File: src/twd_pkg.sv
package twd_pkg;

   // per-track table
   localparam int TRACK_SLOTS = 1024;
   localparam int SLOT_W      = $clog2(TRACK_SLOTS);

   // field widths
   localparam int ID_W    = 10;
   localparam int X_W     = 11;
   localparam int Y_W     = 10;
   localparam int SCORE_W = 16;

   // doubled centres and history count
   localparam int X2_W   = 12;
   localparam int Y2_W   = 11;
   localparam int SEEN_W = 2;
   localparam logic [SEEN_W-1:0] SEEN_MAX = 2'd2;

   // edge band on doubled centres (30 px from left/top, 1250 / 690 px limits)
   localparam logic [X2_W-1:0] EDGE_LO_X2 = 12'd60;
   localparam logic [Y2_W-1:0] EDGE_LO_Y2 = 11'd60;
   localparam logic [X2_W-1:0] EDGE_HI_X2 = 12'd2500;
   localparam logic [Y2_W-1:0] EDGE_HI_Y2 = 11'd1380;

   // line arithmetic
   localparam int DX_W   = X_W + 1;
   localparam int DY_W   = Y_W + 1;
   localparam int PROD_W = DX_W + DY_W;

   // input queue and result queue
   localparam int Q_DEPTH     = 4;
   localparam int Q_PTR_W     = $clog2(Q_DEPTH);
   localparam int Q_CNT_W     = Q_PTR_W + 1;
   localparam int OUT_DEPTH   = 4;
   localparam int OUT_PTR_W   = $clog2(OUT_DEPTH);
   localparam int OUT_CNT_W   = OUT_PTR_W + 1;
   localparam int OUT_SUM_W   = OUT_CNT_W + 1;

   // configuration port
   localparam int CSR_IDX_W  = 3;
   localparam int CSR_DATA_W = 11;

   typedef enum logic [CSR_IDX_W-1:0] {
      CSR_LINE_START_X = 3'd0,
      CSR_LINE_START_Y = 3'd1,
      CSR_LINE_END_X   = 3'd2,
      CSR_LINE_END_Y   = 3'd3,
      CSR_VERTICAL     = 3'd4
   } csr_index_type;

   typedef struct packed {
      logic [ID_W-1:0]    track_id;
      logic [X_W-1:0]     box_left;
      logic [Y_W-1:0]     box_top;
      logic [X_W-1:0]     box_right;
      logic [Y_W-1:0]     box_bottom;
      logic [SCORE_W-1:0] score;
      logic               track_lost;
   } req_type;

   typedef struct packed {
      logic [ID_W-1:0]    flagged_track;
      logic [X_W-1:0]     out_left;
      logic [Y_W-1:0]     out_top;
      logic [X_W-1:0]     out_right;
      logic [Y_W-1:0]     out_bottom;
      logic [SCORE_W-1:0] out_score;
   } rsp_type;

   // classified item handed from front to back
   typedef struct packed {
      logic [SLOT_W-1:0] slot;
      logic [X2_W-1:0]   cx2;
      logic [Y2_W-1:0]   cy2;
      logic              new_edge;
      rsp_type           rsp;
   } item_type;

   // one entry of the centre table
   typedef struct packed {
      logic [X2_W-1:0]   x2;
      logic [Y2_W-1:0]   y2;
      logic [SEEN_W-1:0] seen;
   } centre_type;

   typedef struct packed {
      logic [X_W-1:0]  line_start_x;
      logic [Y_W-1:0]  line_start_y;
      logic [DX_W-1:0] dx;
      logic [DY_W-1:0] dy;
      logic            dx_zero;
      logic            dy_zero;
      logic [Y_W-1:0]  mid;
      logic            vertical;
   } cfg_type;

   typedef struct packed {
      logic                 clearing;
      logic                 head_pop;
      logic                 out_push;
      logic [OUT_CNT_W-1:0] out_count;
   } back_status_type;

   function automatic logic near_edge(input logic [X2_W-1:0] x2, input logic [Y2_W-1:0] y2);
      near_edge = (x2 < EDGE_LO_X2) || (x2 > EDGE_HI_X2) ||
                  (y2 < EDGE_LO_Y2) || (y2 > EDGE_HI_Y2);
   endfunction

endpackage

File: src/twd_front.sv
module twd_front (
   input  logic              clock,
   input  logic              reset,
   input  logic              push,
   output logic              full,
   input  twd_pkg::req_type  req_data,
   input  logic              clearing,
   input  logic              head_pop,
   output logic              head_valid,
   output twd_pkg::item_type head
);
   import twd_pkg::*;

   item_type           queue_ff [Q_DEPTH];
   logic [Q_PTR_W-1:0] wr_ptr_ff, wr_ptr_in;
   logic [Q_PTR_W-1:0] rd_ptr_ff, rd_ptr_in;
   logic [Q_CNT_W-1:0] count_ff, count_in;
   logic               accept, enq, deq;
   item_type           item;

   // classify: slot, doubled centre, edge check, payload for the result
   always_comb begin
      item.slot              = SLOT_W'(req_data.track_id);
      item.cx2               = X2_W'(req_data.box_left) + X2_W'(req_data.box_right);
      item.cy2               = Y2_W'(req_data.box_top) + Y2_W'(req_data.box_bottom);
      item.new_edge          = near_edge(item.cx2, item.cy2);
      item.rsp.flagged_track = req_data.track_id;
      item.rsp.out_left      = req_data.box_left;
      item.rsp.out_top       = req_data.box_top;
      item.rsp.out_right     = req_data.box_right;
      item.rsp.out_bottom    = req_data.box_bottom;
      item.rsp.out_score     = req_data.score;
   end

   always_comb begin
      full       = (count_ff == Q_CNT_W'(Q_DEPTH)) || clearing;
      accept     = push && !full;
      // drop lost tracks here: no state change, no result
      enq        = accept && !req_data.track_lost;
      head_valid = count_ff != '0;
      deq        = head_pop && head_valid;
      head       = queue_ff[rd_ptr_ff];
      wr_ptr_in  = enq ? wr_ptr_ff + Q_PTR_W'(1) : wr_ptr_ff;
      rd_ptr_in  = deq ? rd_ptr_ff + Q_PTR_W'(1) : rd_ptr_ff;
      count_in   = count_ff + Q_CNT_W'(enq) - Q_CNT_W'(deq);
   end

   always_ff @(posedge clock) begin
      if (enq) begin
         queue_ff[wr_ptr_ff] <= item;
      end
   end

   always_ff @(posedge clock) begin
      if (reset) begin
         wr_ptr_ff <= '0;
         rd_ptr_ff <= '0;
         count_ff  <= '0;
      end else begin
         wr_ptr_ff <= wr_ptr_in;
         rd_ptr_ff <= rd_ptr_in;
         count_ff  <= count_in;
      end
   end

endmodule

File: config.mk
export PLATFORM = sky130hd
export DESIGN_NAME = twd_front
export DESIGN_NICKNAME = d
export VERILOG_FILES = /design/src/twd_pkg.sv /design/src/twd_front.sv
export SDC_FILE = /design/constraint.sdc
export NUM_CORES = 1
export LEC_CHECK = 0
export ABC_AREA = 1
export BUFFER_PORTS_ARGS = -buffer_cell sky130_fd_sc_hd__buf_4
export CORE_MARGIN = 8
export CORE_UTILIZATION = 61
export CTS_BUF_LIST = sky130_fd_sc_hd__clkbuf_8
export DETAILED_ROUTE_END_ITERATION = 8
export GPL_ROUTABILITY_DRIVEN = 0
export PLACE_DENSITY = 0.86
export REMOVE_ABC_BUFFERS = 1
export SYNTH_ARGS = -nofsm -noshare
export SYNTH_HDL_FRONTEND = slang
export SYNTH_SLANG_ARGS = --single-unit
File: constraint.sdc
create_clock -name clock -period 7.57 [get_ports clock]
set_clock_uncertainty 0.15 [all_clocks]
set_input_delay 1.1355 -clock clock [delete_from_list [all_inputs] [get_ports clock]]
set_output_delay 1.1355 -clock clock [all_outputs]
set_load 0.005 [all_outputs]
## Yosys cells after proc, flatten, opt, wreduce, memory -nomap -nowiden

Memory sizes are Yosys's and may differ from the RTL's. A register that Yosys moved wholly into a read port is not among the register bits.
Cells that the tools add are included.

- Reduce and logical (&&, ||, !) cells: 10
- Equality and inequality tests: 1
- Order comparisons: 4
- Mux-type cells: 4
- Add/subtract/negate cells: 6

Operators by type and width:

| kind | count |
|---|---|
| 11-bit by 11-bit adder with 12-bit output | 1 |
| 12-bit greater-than comparator (second input constant) | 1 |
| 12-bit by 6-bit < comparator with 1-bit output (second input constant) | 1 |
| 10-bit by 10-bit adder with 11-bit output | 1 |
| 11-bit greater-than comparator (second input constant) | 1 |
| 11-bit by 6-bit < comparator with 1-bit output (second input constant) | 1 |
| 2-bit by 1-bit adder with 2-bit output (second input constant) | 2 |
| 1-bit logical OR | 4 |
| 2-bit two-way mux | 2 |
| 3-bit by 1-bit adder with 3-bit output | 1 |
| 3-bit == test (second input constant) | 1 |
| 1-bit logical AND | 3 |
| 3-bit nonzero test | 1 |
| 3-bit by 1-bit subtractor with 3-bit output | 1 |
| 1-bit zero test | 2 |
| 1-bit two-way mux | 2 |

- Memory bits (writable): 408
- Memories kept: 1
- Flip-flop bits (word level): 7
- Word-level logic and storage cells: 29

Memory list:

| name | depth | width | rd ports | clocked after memory_dff | wr ports | line | source |
|---|---|---|---|---|---|---|---|
| queue_ff | 4 | 102 | 1 | 1 | 1 | twd_front.sv:14 | `item_type queue_ff [Q_DEPTH];` |

## Depth between registers and ports, before layout

- Depth in word-level cells: 7
- Gate-level depth with buffers: 17

## Least setup slack after synthesis

Ideal clock, no wire load.

- Kind: in2reg
- Start: input port clearing
- End: memory queue_ff[0][0] (netlist bit) (enable)
- Path slack: 1299 ps
- Stages: 5
- Arrival time: 5578 ps
- Required time: 6877 ps
- Library setup time: 543 ps
- Cell sequence: inv_1 nand2_1 or3b_1 buf_2 nor2_1

- Word-level cells in the longest chain between the ends: 6

Ends and longest elaborated chain:

| element | line | source |
|---|---|---|
| from (decl) | twd_front.sv:7 | `input logic clearing,` |
| 1-bit logical OR | twd_front.sv:36 | `full = (count_ff == Q_CNT_W'(Q_DEPTH)) \|\| clearing;` |
| via full | twd_front.sv:5 | `output logic full,` |
| 1-bit zero test | twd_front.sv:37 | `accept = push && !full;` |
| 1-bit logical AND | twd_front.sv:37 |  |
| 1-bit logical AND | twd_front.sv:39 | `enq = accept && !req_data.track_lost;` |
| 1-bit two-way mux | twd_front.sv:49 | `if (enq) begin` |
| 1-bit two-way mux (not written as such) | twd_front.sv:50 | `queue_ff[wr_ptr_ff] <= item;` |
| to (decl) | twd_front.sv:14 |  |

The timed path passes the listed nets, and every way through them passes these cells.

==> flow_summary.ini <==
[run]
drv.max_cap_violation_count = 0

[clock_network]
tritoncts_num_sinks = 377
post_cts_resize_count = 0
cts_tree = built
cts.path.max_buffers = 3
cts_root_buf = clkbuf_8
postcts_setup_bufs = 0
htree_num_levels = 2
clk-insertion-delay-late_ns = 0.57
cts_buffers = 55
clk_pin_slew_worst_paths_ns = 0.06
cts-hold-fix-buffers = 0

[synthesis]
ys_seq_elements = 377
yosys-top-cells-area = edfxtp_1 (71%), o21ai_0 (5.9%), nor2_1 (5.1%), o22ai_1 (3.7%), nand2_1 (2.8%)
netlist_area_um2 = 15600
yosys.cell_types.count = 31
synth_area_per_cell_um2 = 12.4
ys.warnings.count = 0
synthCells = 1259
area_share_of_the_largest_cell_type_after_synthesis = 0.709
synth_top_area_cell = edfxtp_1
synth.yosys.seq_area_share = 0.721

[cells_and_area]
syn2layout_area_growth_pct = 16.2
final_design_area_no_fill_um2 = 18100
utilization = 0.721
mostFrequentLayoutCells = edfxtp_1 (368), nor2_1 (209), buf_4 (186)
mostFrequentLayoutCell = edfxtp_1
antenna-diode-count = 0
final.fill_count = 1692
fin_nets = 1533
drive_gt1_frac = 0.202

[floorplan]
die-height_um = 176
core_area_um2 = 25100
fp-row-count = 58
design.portCount = 178
die_area_um2 = 30900
starting_density_of_the_core = 0.620
die_span_x_um = 176

[hold_path]
hold_path.class = flip-flop to flip-flop

[setup_path]
cp-start-kind = flip-flop
timing.critical_path.mode_cell = buf_4
path_class = flip-flop to output pin
critPathCaptureType = output pin
crit_required_ns = 6.28
crit_path_max_incr_delay_ns = 0.84
worstPathMaxFanout = 106
timing.critical_path.arrival_ns = 3.44
cp_slowest_cell = buf_4
crit_path_cell_trace = inv_4 -> buf_4 -> o21ai_0 -> o22ai_1 -> buf_4

[sta]
period_minus_slack_ns = 4.72
max_slew_violation_count = 0
setup_viol_count_final = 0
max_freq_mhz = 212
tightestPinTransition_ns = 1.13
worst_slew_margin_rel = 0.244
post-route-period-util = 0.624
report.final.hold_viol_count = 0
grt_setup_unrepaired = false

[power_and_ir_drop]
p_per_area_nw_per_um2 = 277
vdd_ir_drop_max_uv = 194
leakage_nw = 6.76

[detailed_routing]
route.detailed.wl_per_inst_um = 19.1
drc_viols = 0
detail-route-antenna-nets = 0
drtPass1Iterations = 5
post_drt_via_cell_ratio = 5.74
via_count = 10300
drt_wl_total_um = 34400
initialDrtViolationCount = 880

[place]
detailed_place_hpwl_um = 21000
port-buffer-count = 177
detailed_place.area_um2 = 17100

[grt]
grt.overflow.total = 0
grt_max_degree = 115
number_of_antenna_violations_at_the_first_check_in_global_routing = 0
first_global_vias = 10600
gr-usage-all-layers = 0.218
grt_pass1_wl_um = 53800

[outcome]
run_status = complete, no violations
==> worst max-delay path, delay by kind of cell (launching register included) <==
| kind | cells | cell delay [ns] |
|---|---|---|
| AO/OA/AOI/OAI | 2 | 0.48 |
| buffers and inverters | 3 | 1.66 |
| flip-flops | 1 | 0.56 |
==> report_power, final <==
| group | internal, mW | switching (mW) |
|---|---|---|
| Sequential | 2.37 | 0.0589 |
| Clock | 0.724 | 0.715 |
| Combinational | 0.475 | 0.664 |
==> sequential cells by signal, summed over array words and instances, names as in the netlist, named ones only <==
| name | flops |
|---|---|
| queue_ff | 368 |
| count_ff | 3 |
| rd_ptr_ff | 2 |
| wr_ptr_ff | 2 |
==> metrics by stage <==
step           TNS, ns  worst slack (ns)  hold WS [ns]  instances  total power, mW
2_1_floorplan   -39.73            -0.422         0.348       1185             3.04
3_3_place_gp         0              3.36         0.375       1702             3.57
3_5_place_dp         0              3.29         0.382       1702             3.62
4_1_cts              0              2.82         0.384       1798             5.05
5_1_grt              0              2.64         0.408       1798             5.25
6_report             0              2.85         0.382       1798             5.01
==> logic make-up (layout without fill, tap and decap cells) <==
kind of cell	count (synthesis)	in the layout	share of synthesized area
buf+inv	151	360	0.0397
xor+xnor	3	3	0.00169
flops	377	377	0.721
fa+ha+maj	30	30	0.0255
compound gates	293	293	0.102
simple gates	405	405	0.110
==> cell usage after synthesis <==
cell,n
o22ai_1,92
nor3_1,2
nor2_4,2
inv_1,71
nand3_1,31
nor2_2,5
nand3_2,2
nand4_1,9
a21oi_2,2
or2_1,1
fa_1,3
ha_1,27
o21ai_0,185
clkbuf_1,55
xor2_1,3
inv_2,6
a21oi_1,11
nand2_1,116
nand2_2,13
buf_2,8
edfxtp_1,368
buf_4,11
dfxtp_1,9
nor3b_1,4
nand2_4,1
a211oi_1,1
nor2_1,213
o21bai_1,2
or3b_1,1
nand3b_1,4
nor3_2,1
==> path summary, 6_finish.rpt <==
path | from | to | slack, ns | cells past startpoint
setup / recovery | flip-flop | head[81] | 2.85 | 5
hold / removal | rd_ptr_ff[0] | flip-flop | 0.38 | 2
setup reg to reg | count_ff[1] | queue_ff[2][4] | 4.07 | 6
hold reg to reg | rd_ptr_ff[0] | flip-flop | 0.38 | 2
==> cell type report <==
| type | instances | area [µm²] | area share |
|---|---|---|---|
| repair buffers | 187 | 1420 | 0.0783 |
| clock inverters | 36 | 153 | 0.00844 |
| flip-flops and latches | 377 | 11200 | 0.621 |
| multi-input cells | 731 | 3760 | 0.208 |
| inverters | 77 | 292 | 0.0161 |
| well taps | 330 | 413 | 0.0228 |
| clock buffers | 60 | 826 | 0.0456 |
==> per-layer routing <==
layer / GRT usage / wire length, µm / up-vias
met5: 0 / 0 / -
met3: 0.0453 / 2570 / 66
li1: - / - / 4867
met1: 0.259 / 13600 / 4992
met2: 0.386 / 17500 / 398
met4: 0.0788 / 746 / 0
(Power assumes the default switching activity.)
